--- src/midpoint_ellipse_point_generator_macros.svh ---
// ----------------------------------------------------------------------------
// Midpoint ellipse point generator assertion macros
// Short forms for the clocked implication checks used by the RTL.
// ----------------------------------------------------------------------------
`ifndef MIDPOINT_ELLIPSE_POINT_GENERATOR_MACROS_SVH
`define MIDPOINT_ELLIPSE_POINT_GENERATOR_MACROS_SVH

`ifndef NO_ASSERTIONS
// Same-cycle implication under synchronous reset.
`define MEPG_ASSERT_IMPL(lbl, ck, rs, ante, cons) \
  lbl: assert property (@(posedge ck) disable iff (rs) (ante) |-> (cons)) \
    else $error("assertion failed");
// Next-cycle implication under synchronous reset.
`define MEPG_ASSERT_NEXT(lbl, ck, rs, ante, cons) \
  lbl: assert property (@(posedge ck) disable iff (rs) (ante) |=> (cons)) \
    else $error("assertion failed");
`else
`define MEPG_ASSERT_IMPL(lbl, ck, rs, ante, cons)
`define MEPG_ASSERT_NEXT(lbl, ck, rs, ante, cons)
`endif

`endif

--- src/mepg_pkg.sv ---
// ----------------------------------------------------------------------------
// mepg_pkg
// Types and constants of the midpoint ellipse point generator.
// ----------------------------------------------------------------------------
package mepg_pkg;

  // Field widths.
  localparam int COORD_W  = 12;
  localparam int RADIUS_W = 11;
  localparam int PIXEL_W  = COORD_W + 2;
  localparam int COLOR_W  = 32;

  // Commands carried in the input beat's tuser bit.
  localparam logic CMD_START = 1'b0;
  localparam logic CMD_STEP  = 1'b1;

  // Register index, taken from the word address bit.
  localparam logic REG_DRAW_COLOR = 1'b0;

  // Last sequencer count of the two multiply sequences.
  localparam logic [2:0] INIT_LAST = 3'd3;
  localparam logic [2:0] R2_LAST   = 3'd5;

  // Drawing region of the algorithm.
  typedef enum logic [1:0] {
    R_IDLE,
    R_ONE,
    R_TWO
  } region_t;

  // Sequencer of the shared multiplier and the decision update.
  typedef enum logic [2:0] {
    C_IDLE,
    C_INIT,
    C_SETTLE,
    C_R2MUL,
    C_ADV,
    C_DEC
  } seq_t;

endpackage

--- src/midpoint_ellipse_point_generator.sv ---
// Step beat: the first three pixel beats leave one per cycle while m_tready
// holds high, and the fourth once the update has settled; the next beat is
// taken once the update and the emitter are both done, later on the step
// that enters region two (its multiply sequence and a second settle).
// Start beat: the initial multiply sequence plus settle, with no output.
// Synchronous active-high reset clears the sequencer, region and color.
// ----------------------------------------------------------------------------
// midpoint_ellipse_point_generator
// Midpoint ellipse rasterizer with one shared 26x26 multiplier under a
// small sequencer; decision values are kept at four times their real value.
// ----------------------------------------------------------------------------
`include "midpoint_ellipse_point_generator_macros.svh"

module midpoint_ellipse_point_generator
  import mepg_pkg::*;
(
  input  logic        clk,
  input  logic        rst,
  // Input stream.
  input  logic        s_tvalid,
  output logic        s_tready,
  input  logic [47:0] s_tdata,   // center_x, center_y, half_width, half_height
  input  logic        s_tuser,   // command
  // Output stream.
  output logic        m_tvalid,
  input  logic        m_tready,
  output logic [63:0] m_tdata,   // pixel_x, pixel_y, pixel_color
  output logic        m_tlast,   // last_of_step
  output logic        m_tuser,   // ellipse_done
  // Configuration port.
  input  logic        psel,
  input  logic        penable,
  input  logic        pwrite,
  input  logic [2:0]  paddr,
  input  logic [31:0] pwdata,
  output logic [31:0] prdata,
  output logic        pready
);

  // Configuration register.
  logic [COLOR_W-1:0] draw_color;

  // Sequencer and algorithm state.
  seq_t    cstate, cstate_next;
  region_t region;
  logic [2:0] mcnt;

  logic [COORD_W-1:0]  cx, cy;
  logic [RADIUS_W-1:0] rx, ry;
  logic [2*RADIUS_W-1:0] rx2, ry2;
  logic [COORD_W-1:0]  step_x;
  logic signed [COORD_W:0] step_y;
  logic signed [35:0] delta_x, delta_y;
  logic signed [47:0] decision;
  logic take;

  // Shared multiplier and its scratch registers.
  logic [25:0] mul_a, mul_b;
  logic [51:0] mul_p;
  logic [25:0] sq_a, sq_b;
  logic [51:0] acc;

  // Emitter.
  logic emit_busy;
  logic [1:0] emit_cnt;
  logic emit_load;
  logic [COORD_W-1:0] ex;
  logic signed [COORD_W:0] ey;
  logic [PIXEL_W-1:0] out_x, out_y;
  logic out_last, out_done;

  logic in_accept;
  logic signed [COORD_W:0] ty;
  logic [COORD_W:0] aty;
  logic [COORD_W:0] tx;
  logic signed [47:0] dx_w, dy_w, ry2_w, rx2_w;

  assign in_accept = s_tvalid && s_tready;

  // Configuration port: zero wait, word index in paddr[2].
  assign pready = 1'b1;
  assign prdata = (paddr[2] == REG_DRAW_COLOR) ? draw_color : 32'd0;

  always_ff @(posedge clk) begin
    if (rst) begin
      draw_color <= '0;
    end else if (psel && penable && pwrite && pready && paddr[2] == REG_DRAW_COLOR) begin
      draw_color <= pwdata;
    end
  end

  // Region-two setup terms.
  assign tx  = {step_x, 1'b1};
  assign ty  = step_y - 13'sd1;
  assign aty = ty[COORD_W] ? 13'(-ty) : 13'(ty);

  // Widened operands of the decision update.
  assign dx_w  = 48'(delta_x);
  assign dy_w  = 48'(delta_y);
  assign ry2_w = $signed({26'd0, ry2});
  assign rx2_w = $signed({26'd0, rx2});

  // Next-state logic of the sequencer.
  always_comb begin
    cstate_next = cstate;
    case (cstate)
      C_IDLE: begin
        if (in_accept) begin
          if (s_tuser == CMD_START) begin
            cstate_next = C_INIT;
          end else if (region != R_IDLE) begin
            cstate_next = C_ADV;
          end
        end
      end
      C_INIT: begin
        if (mcnt == INIT_LAST) cstate_next = C_SETTLE;
      end
      C_ADV: cstate_next = C_DEC;
      C_DEC: cstate_next = C_SETTLE;
      C_SETTLE: begin
        if (region == R_ONE && !(delta_x < delta_y)) begin
          cstate_next = C_R2MUL;
        end else begin
          cstate_next = C_IDLE;
        end
      end
      C_R2MUL: begin
        if (mcnt == R2_LAST) cstate_next = C_SETTLE;
      end
      default: cstate_next = C_IDLE;
    endcase
  end

  // Sequencer outputs: handshake and multiplier operand selection.
  always_comb begin
    s_tready = 1'b0;
    mul_a    = '0;
    mul_b    = '0;
    case (cstate)
      C_IDLE: s_tready = !emit_busy;
      C_INIT: begin
        case (mcnt)
          3'd0: begin mul_a = 26'(rx);  mul_b = 26'(rx); end
          3'd1: begin mul_a = 26'(ry);  mul_b = 26'(ry); end
          3'd2: begin mul_a = 26'(rx2); mul_b = 26'(ry); end
          default: begin mul_a = '0; mul_b = '0; end
        endcase
      end
      C_R2MUL: begin
        case (mcnt)
          3'd0: begin mul_a = 26'(tx);  mul_b = 26'(tx);  end
          3'd1: begin mul_a = 26'(aty); mul_b = 26'(aty); end
          3'd2: begin mul_a = 26'(ry2); mul_b = sq_a;     end
          3'd3: begin mul_a = 26'(rx2); mul_b = sq_b;     end
          3'd4: begin mul_a = 26'(rx2); mul_b = 26'(ry2); end
          default: begin mul_a = '0; mul_b = '0; end
        endcase
      end
      default: s_tready = 1'b0;
    endcase
  end

  // Shared multiplier with registered product.
  always_ff @(posedge clk) begin
    mul_p <= mul_a * mul_b;
  end

  // Control registers of the sequencer.
  always_ff @(posedge clk) begin
    if (rst) begin
      cstate <= C_IDLE;
      region <= R_IDLE;
      mcnt   <= '0;
    end else begin
      cstate <= cstate_next;
      mcnt   <= (cstate_next == cstate && (cstate == C_INIT || cstate == C_R2MUL))
                ? mcnt + 3'd1 : 3'd0;
      case (cstate)
        C_IDLE: begin
          if (in_accept && s_tuser == CMD_START) region <= R_ONE;
        end
        C_R2MUL: begin
          if (mcnt == R2_LAST) region <= R_TWO;
        end
        C_SETTLE: begin
          if (region == R_TWO && step_y < 0) region <= R_IDLE;
        end
        default: region <= region;
      endcase
    end
  end

  // Datapath of the algorithm.
  always_ff @(posedge clk) begin
    case (cstate)
      C_IDLE: begin
        if (in_accept && s_tuser == CMD_START) begin
          cx      <= s_tdata[11:0];
          cy      <= s_tdata[23:12];
          rx      <= s_tdata[34:24];
          ry      <= s_tdata[45:35];
          step_x  <= '0;
          step_y  <= $signed({2'b00, s_tdata[45:35]});
          delta_x <= '0;
        end else if (in_accept) begin
          ex <= step_x;
          ey <= step_y;
        end
      end
      C_INIT: begin
        case (mcnt)
          3'd1: rx2 <= mul_p[21:0];
          3'd2: ry2 <= mul_p[21:0];
          3'd3: begin
            delta_y  <= $signed({mul_p[34:0], 1'b0});
            decision <= $signed(({26'd0, ry2} << 2) + {26'd0, rx2}
                                - (mul_p[47:0] << 2));
          end
          default: decision <= decision;
        endcase
      end
      C_R2MUL: begin
        case (mcnt)
          3'd1: sq_a <= mul_p[25:0];
          3'd2: sq_b <= mul_p[25:0];
          3'd3: acc <= mul_p;
          3'd4: acc <= acc + (mul_p << 2);
          3'd5: decision <= $signed(48'(acc - (mul_p << 2)));
          default: acc <= acc;
        endcase
      end
      // Coordinate and slope update; the sign test uses the old decision.
      C_ADV: begin
        if (region == R_ONE) begin
          take    <= !decision[47];
          step_x  <= step_x + 12'd1;
          delta_x <= delta_x + $signed({13'd0, ry2, 1'b0});
          if (!decision[47]) begin
            step_y  <= step_y - 13'sd1;
            delta_y <= delta_y - $signed({13'd0, rx2, 1'b0});
          end
        end else begin
          take    <= decision[47] || decision == 48'sd0;
          step_y  <= step_y - 13'sd1;
          delta_y <= delta_y - $signed({13'd0, rx2, 1'b0});
          if (decision[47] || decision == 48'sd0) begin
            step_x  <= step_x + 12'd1;
            delta_x <= delta_x + $signed({13'd0, ry2, 1'b0});
          end
        end
      end
      // Decision update with the new slopes.
      C_DEC: begin
        if (region == R_ONE) begin
          decision <= decision + (ry2_w <<< 2) + (dx_w <<< 2)
                      - (take ? (dy_w <<< 2) : 48'sd0);
        end else begin
          decision <= decision + (rx2_w <<< 2) - (dy_w <<< 2)
                      + (take ? (dx_w <<< 2) : 48'sd0);
        end
      end
      default: decision <= decision;
    endcase
  end

  // Pixel emitter; the fourth pixel waits for the step's settle to finish.
  assign emit_load = emit_busy && (!m_tvalid || m_tready)
                     && (emit_cnt != 2'd3 || cstate == C_IDLE);

  always_ff @(posedge clk) begin
    if (rst) begin
      emit_busy <= 1'b0;
      emit_cnt  <= '0;
      m_tvalid  <= 1'b0;
    end else begin
      if (in_accept && s_tuser == CMD_STEP && region != R_IDLE) begin
        emit_busy <= 1'b1;
        emit_cnt  <= '0;
      end else if (emit_load) begin
        emit_cnt <= emit_cnt + 2'd1;
        if (emit_cnt == 2'd3) emit_busy <= 1'b0;
      end
      if (emit_load) begin
        m_tvalid <= 1'b1;
      end else if (m_tready) begin
        m_tvalid <= 1'b0;
      end
    end
  end

  // Output payload: x mirrors on count bit 0, y on count bit 1.
  always_ff @(posedge clk) begin
    if (emit_load) begin
      out_x    <= emit_cnt[0] ? ({2'b00, cx} - {2'b00, ex}) : ({2'b00, cx} + {2'b00, ex});
      out_y    <= emit_cnt[1] ? ({2'b00, cy} - {ey[COORD_W], ey})
                              : ({2'b00, cy} + {ey[COORD_W], ey});
      out_last <= emit_cnt == 2'd3;
      out_done <= emit_cnt == 2'd3 && region == R_IDLE;
    end
  end

  assign m_tdata = {4'd0, draw_color, out_y, out_x};
  assign m_tlast = out_last;
  assign m_tuser = out_done;

  // A step on an active ellipse starts both the emitter and the update.
  `MEPG_ASSERT_NEXT(a_step_starts, clk, rst, in_accept && s_tuser == CMD_STEP && region != R_IDLE, emit_busy && cstate == C_ADV)
  // The done flag only ever rides on the last pixel of a step.
  `MEPG_ASSERT_IMPL(a_done_on_last, clk, rst, m_tvalid && m_tuser, m_tlast)
  // The update states only run on an ellipse in progress.
  `MEPG_ASSERT_IMPL(a_adv_active, clk, rst, cstate == C_ADV || cstate == C_DEC, region != R_IDLE)

endmodule
--- config.mk ---
export PLATFORM = sky130hd
export DESIGN_NAME = midpoint_ellipse_point_generator
export DESIGN_NICKNAME = d
export VERILOG_FILES = /design/src/mepg_pkg.sv /design/src/midpoint_ellipse_point_generator.sv
export VERILOG_INCLUDE_DIRS = /design/src /design/src/src
export SDC_FILE = /design/constraint.sdc
export NUM_CORES = 2
export LEC_CHECK = 0
export BUFFER_PORTS_ARGS = -buffer_cell sky130_fd_sc_hd__buf_2
export CORE_UTILIZATION = 65
export DETAILED_ROUTE_END_ITERATION = 10
export PLACE_DENSITY = 0.83
export SLEW_MARGIN = 20
export SYNTH_ARGS = -nofsm -noshare
export SYNTH_HDL_FRONTEND = slang
export SYNTH_SLANG_ARGS = --single-unit
--- constraint.sdc ---
create_clock -name clk -period 25 [get_ports clk]
set_input_delay 2.5 -clock clk [delete_from_list [all_inputs] [get_ports clk]]
set_output_delay 2.5 -clock clk [all_outputs]
set_load 0.01 [all_outputs]
# After elaboration in Yosys (flattened, before gate mapping)

Index checks and enable logic that the tools add are counted.

Register bits: 491
Latch bits: 0
Bits in writable memories: 0
ROM bits: 0
Input port bits: 91
Logic and storage cells: 180
Memories: 0

$add $sub $neg: 21
Multiply operators: 1
Div/mod/pow operators: 0
Magnitude comparators: 2
Equal/unequal tests: 21
Shifts and indexed selects: 0
Mux-type cells: 51
Bitwise operators: 4
Reduce and logical (&&, ||, !) cells: 51

Operators with widths:

| kind              | number |
|---|---|
| $mux W48          | 5 |
| $mux W36          | 6 |
| $pmux W36 S2      | 2 |
| $pmux W48 S3      | 1 |
| $pmux W26 S5      | 1 |
| $pmux W52 S2      | 1 |
| $add A48 B25 Y48  | 2 |
| $sub A48 B48 Y48  | 2 |
| $pmux W22 S4      | 1 |
| $pmux W22 S3      | 1 |
| $add A52 B52 Y52  | 1 |
| $mul A26 B26 Y52  | 1 |
| $mux W13          | 4 |
| $pmux W26 S2      | 1 |
| $add A48 B38 Y48  | 1 |
| $add A48 B48 Y48  | 1 |
| $logic_not A48 Y1 | 1 |
| $sub A25 B48 Y48  | 1 |
| $sub A48 B38 Y48  | 1 |
| $pmux W22 S2      | 1 |
| $add A36 B24 Y36  | 1 |
| $lt A36 B36 Y1    | 1 |
| $mux W12          | 3 |
| $sub A36 B24 Y36  | 1 |
| 41 further kinds  | 110 |

# Longest topological paths before layout

Depth in word-level cells: 9
Depth in mapped cells: 40

# Least setup slack after synthesis

No wires, ideal clock.

Kind: register to register
From: reg cstate[2]
To: reg mul_p[47]
Library setup time: 0.128 ns
Data arrival time: 9.351 ns
Data required time: 24.872 ns
Setup slack: 15.521 ns
Cell stages (with the launch flop): 33
Buffers on the path: 5
Cells stage by stage: dfxtp_1 clkbuf_1 nor2b_1 clkbuf_1 and2_1 clkbuf_1 and2_1 or2_2 clkbuf_1 a22oi_1 clkbuf_1 nor2_1 fa_1 inv_1 fa_1 fa_1 inv_1 fa_1 fa_1 fa_1 fa_1 ha_1 a2111oi_0 o21ai_0 o211ai_1 nand3_1 o21ai_1 o21ai_1 a221oi_1 o221ai_1 o21ai_0 mux2i_1 nand4_1

Longest elaborated chain between the ends: 3
Elaborated cells on any way between the ends: 5
Those cells by class: mul: 1; eq/ne: 2; mux: 2

RTL lines:

| item                                         | line                                    | RTL |
|---|---|---|
| start, declared                              | midpoint_ellipse_point_generator.sv:44  | `seq_t cstate, cstate_next;` |
| start signal, assigned                       | midpoint_ellipse_point_generator.sv:176 | `cstate <= cstate_next;` |
| $eq A3 B2 Y1 or $eq A3 B1 Y1 (tied branches) | midpoint_ellipse_point_generator.sv:140 | `case (cstate)` |
| $pmux W22 S2 or $pmux W26 S2 (tied branches) | midpoint_ellipse_point_generator.sv:140 |  |
| $mul A26 B26 Y52 (*)                         | midpoint_ellipse_point_generator.sv:166 | `mul_p <= mul_a * mul_b;` |
| end signal, assigned                         | midpoint_ellipse_point_generator.sv:166 |  |
| end, declared                                | midpoint_ellipse_point_generator.sv:59  | `logic [51:0] mul_p;` |

Every way passes the cells marked *; elsewhere a longest branch is shown, timed or not.
A chain may end at the register's enable or synchronous reset.

# Worst setup path in the final report

From: reg step_y[3]
To: reg mul_p[47]

Longest elaborated chain between the ends: 6
Elaborated cells on any way between the ends: 8
Those cells by class: add/sub: 2; mul: 1; mux: 5

RTL lines:

| item                                         | line                                    | RTL |
|---|---|---|
| start, declared                              | midpoint_ellipse_point_generator.sv:52  | `logic signed [COORD_W:0] step_y;` |
| start signal, assigned                       | midpoint_ellipse_point_generator.sv:204 | `step_y <= $signed({2'b00, s_tdata[45:35]});` |
| start signal, assigned                       | midpoint_ellipse_point_generator.sv:240 | `step_y <= step_y - 13'sd1;` |
| start signal, assigned                       | midpoint_ellipse_point_generator.sv:245 | `step_y <= step_y - 13'sd1;` |
| $sub A13 B2 Y13 (*)                          | midpoint_ellipse_point_generator.sv:94  | `assign ty = step_y - 13'sd1;` |
| $neg A13 Y13                                 | midpoint_ellipse_point_generator.sv:95  | `assign aty = ty[COORD_W] ? 13'(-ty) : 13'(ty);` |
| $mux W13 (*)                                 | midpoint_ellipse_point_generator.sv:95  |  |
| $pmux W26 S5 or $pmux W22 S4 (tied branches) | midpoint_ellipse_point_generator.sv:151 | `case (mcnt)` |
| $pmux W26 S2 or $pmux W22 S2 (tied branches) | midpoint_ellipse_point_generator.sv:140 |  |
| $mul A26 B26 Y52 (*)                         | midpoint_ellipse_point_generator.sv:166 |  |

Marks and branches as above.

==> results.json <==
{
  "wl_per_cell_um": 21.7,
  "place.gp.congestion": 0.996,
  "yosysWarnings": 0,
  "overflow": 0,
  "fp.dieH_um": 301,
  "setup.worst_path.start": "step_y[3]",
  "viasPerCell": 6.32,
  "grtUsageTotal_pct": 37.4,
  "ys_types": 91,
  "postCtsSetupRepairBufs": 0,
  "total_power_uw": 2500,
  "path_clk_slew_ns": 0.07,
  "drive_gt1_share_pct": 6.53,
  "cts_tree": "done",
  "syn_area_um2": 58100,
  "grt_pass1_wl_um": 264000,
  "start_util_pct": 65.7,
  "worstSetupEndpointType": "flip-flop",
  "postSynthAreaPerCell_um2": 8.94,
  "grt_start_max_net_pins": 101,
  "clk_latency_ns": 0.63,
  "path_class": "reg2reg",
  "hold_violations": 0,
  "p_per_area_nw_per_um2": 40.2,
  "skew_ns": 0.0488,
  "violations": "DRC",
  "period_share_pct": 47.4,
  "vias": 49300,
  "drt_wl_total_um": 169000,
  "rows": 109,
  "die_x_um": 301,
  "synthFlopType": "edfxtp_1",
  "slowest_delay_ns": 0.98,
  "fmax_mhz": 84.4,
  "numCtsBuffers": 53,
  "leakage_uw": 0.0280,
  "synth_seq_area_share_pct": 23.3,
  "cts.sinks": 481,
  "drc": 82,
  "wl_met1_um": 60900,
  "ios": 192,
  "rsz0062_at_grt": "false",
  "synth_edf_count": 389,
  "critPathArrivalTime_ns": 12.33,
  "grt_antenna_before_repair": 1,
  "worstMarginPinSlew_ns": 1.21,
  "io_buffers": 182,
  "reg2reg_from": "step_y[3]",
  "antenna_left": 0,
  "cts.htree.levels": 2,
  "ir_worst_vdd_mv": 0.0544,
  "area.growth.synth_to_final_pct": 6.90,
  "hold_path_class": "reg2reg",
  "min_period_ns": 11.85,
  "cp-start-kind": "flip-flop",
  "coreArea_um2": 88500,
  "drv_cap": 0,
  "setup_viol": 0,
  "cts_hold_buf": 0,
  "tns_ns": 0,
  "status": "complete, but fails checks",
  "async_flop_share_pct": 0,
  "cts-root-buf": "clkbuf_16",
  "synth_cells": 6501,
  "cpMostUsedCell": "fa_1",
  "slew_headroom_pct": 19.4,
  "wl_met3_um": 17200,
  "grt_pass1_vias": 49100,
  "ys_ff_latch": 481,
  "hp-start": "draw_color[23]",
  "cts_resized": 0,
  "slew_violations": 0,
  "required_ns": 25.49,
  "die_area_um2": 90600,
  "worst_path_max_delay_cell": "o21a_1",
  "wl_met2_um": 78700,
  "finalNetCount": 7860,
  "cp_max_fo": 18,
  "hpwlAfterDp_um": 130000,
  "r2r_slack_ns": 13.16,
  "first_iter_violations": 5238,
  "dr.max_layer_used": "met4",
  "clk_path_buf_depth": 3,
  "drt-pass1-iter-count": 11
}
-- worst max-delay path: cells and delay by family, from the launching register on --
kind                     cells  cell delay, ns
AO/OA/AOI/OAI               11            4.17
XOR/XNOR                     2            1.02
adder cells (fa/ha/maj)      8            3.88
buffers and inverters        2            0.12
flip-flops                   1            0.51
multiplexers                 1            0.24
AND/OR/NAND/NOR              6            1.75
-- power by group --
part           switching (uW)  internal [uW]
clock network             362            469
registers                44.8            909
logic                     442            272
-- final timing paths --
kind                    endpoint  depth (start not counted)
setup / recovery       mul_p[47]                         30
hold / removal    draw_color[23]                          2
setup reg to reg       mul_p[47]                         30
hold reg to reg   draw_color[23]                          2
-- metal layers --
metal / global-route usage (%) / vias up
met5: 0 / -
met4: 23.1 / 0
met3: 6.87 / 785
met2: 61.0 / 2947
met1: 46.1 / 23800
li1: - / 21800
-- per-stage QoR --
stage / cells / hold WS (ns) / utilization, % / cell area (um^2) / worst slack (ns)
after global placement: 7700 / 0.450 / 68.1 / 60300 / 13.68
after CTS: 7799 / 0.470 / 70.2 / 62100 / 13.49
after floorplan: 6504 / 0.433 / - / 58100 / 15.52
after global routing: 7800 / 0.497 / 70.2 / 62100 / 12.42
after detailed placement: 7700 / 0.460 / 68.1 / 60300 / 13.57
final: 7803 / 0.468 / 70.2 / 62100 / 13.16
-- cells in the final DEF, fill, tap and decap left out, types with 16 or more instances in the layout --
master / instances
a211oi_1: 37
a21o_1: 119
a21oi_1: 366
a221oi_1: 21
a22o_1: 16
a22oi_1: 60
a31oi_1: 35
and2_1: 114
and3_1: 42
buf_2: 182
buf_4: 83
clkbuf_16: 56
dfxtp_1: 92
edfxtp_1: 389
fa_1: 637
ha_1: 541
inv_1: 1056
nand2_1: 749
nand2b_1: 66
nand3_1: 59
nand4_1: 45
nor2_1: 477
nor2b_1: 83
nor3_1: 90
nor4_1: 34
o211ai_1: 41
o21a_1: 35
o21ai_0: 295
o21bai_1: 47
o221ai_1: 18
o22ai_1: 16
o31ai_1: 30
or2_2: 22
or3_1: 33
xnor2_1: 255
xor2_1: 105
-- cell usage after synthesis (11+ instances only) --
| cell type | number | area share (%) |
|---|---|---|
| a221oi_1 | 21 | 0.32 |
| dfxtp_1 | 92 | 3.2 |
| buf_1 | 11 | 0.071 |
| a211oi_1 | 37 | 0.48 |
| a22oi_1 | 60 | 0.77 |
| o21a_1 | 35 | 0.45 |
| a21oi_1 | 367 | 3.2 |
| and3_1 | 42 | 0.45 |
| o21bai_1 | 47 | 0.61 |
| nor2b_1 | 86 | 0.93 |
| nor3b_1 | 15 | 0.19 |
| a31oi_1 | 35 | 0.38 |
| or2_2 | 22 | 0.24 |
| clkbuf_1 | 204 | 1.3 |
| nand2_1 | 751 | 4.8 |
| a31o_2 | 11 | 0.17 |
| o21ai_1 | 15 | 0.13 |
| xor2_1 | 105 | 1.6 |
| a22o_1 | 16 | 0.24 |
| nand4_1 | 45 | 0.48 |
| inv_1 | 1056 | 6.8 |
| and2_1 | 116 | 1.2 |
| fa_1 | 637 | 22 |
| o31ai_1 | 30 | 0.39 |
| o22ai_1 | 16 | 0.17 |
| nor2_1 | 484 | 3.1 |
| nor4_1 | 35 | 0.38 |
| nor3_1 | 91 | 0.78 |
| a222oi_1 | 15 | 0.26 |
| o211ai_1 | 41 | 0.53 |
| or3_1 | 33 | 0.36 |
| xnor2_1 | 255 | 3.8 |
| o221ai_1 | 18 | 0.27 |
| nand2b_1 | 66 | 0.71 |
| ha_1 | 541 | 12 |
| nand3_1 | 59 | 0.51 |
| a21o_1 | 119 | 1.5 |
| o21ai_0 | 299 | 2.6 |
| a21boi_0 | 15 | 0.19 |
| edfxtp_1 | 389 | 20 |
-- layout make-up --
cell class,instances,area (um^2)
multi-input combinational,4731,39800
fill,6592,26400
sequential,481,13500
inverter,1058,3970
clock buffer,72,1550
timing repair buffer,266,1540
tap,1165,1460
clock inverter,27,264
antenna,3,7.51
-- sequential cells by signal (all words and copies together), names as in the netlist, 22 cells and up --
name and flops:
acc 48, draw_color 32, rx2 22, mul_p 48
sq_a 26, decision 48, delta_x 35, delta_y 35
sq_b 26, ry2 22
-- cell families (layout without fill, tap and decap cells) --
group / after synthesis / after routing / synth area share, %
flops: 481 / 481 / 23.3
buf+inv: 1292 / 1423 / 8.44
simple gates: 1879 / 1879 / 14.8
other cells: 2 / 8 / 0.0129
mux: 10 / 10 / 0.172
compound gates: 1299 / 1299 / 14.3
fa+ha+maj: 1178 / 1178 / 33.6
xor+xnor: 360 / 360 / 5.42
Power figures use the tool's default switching activity.
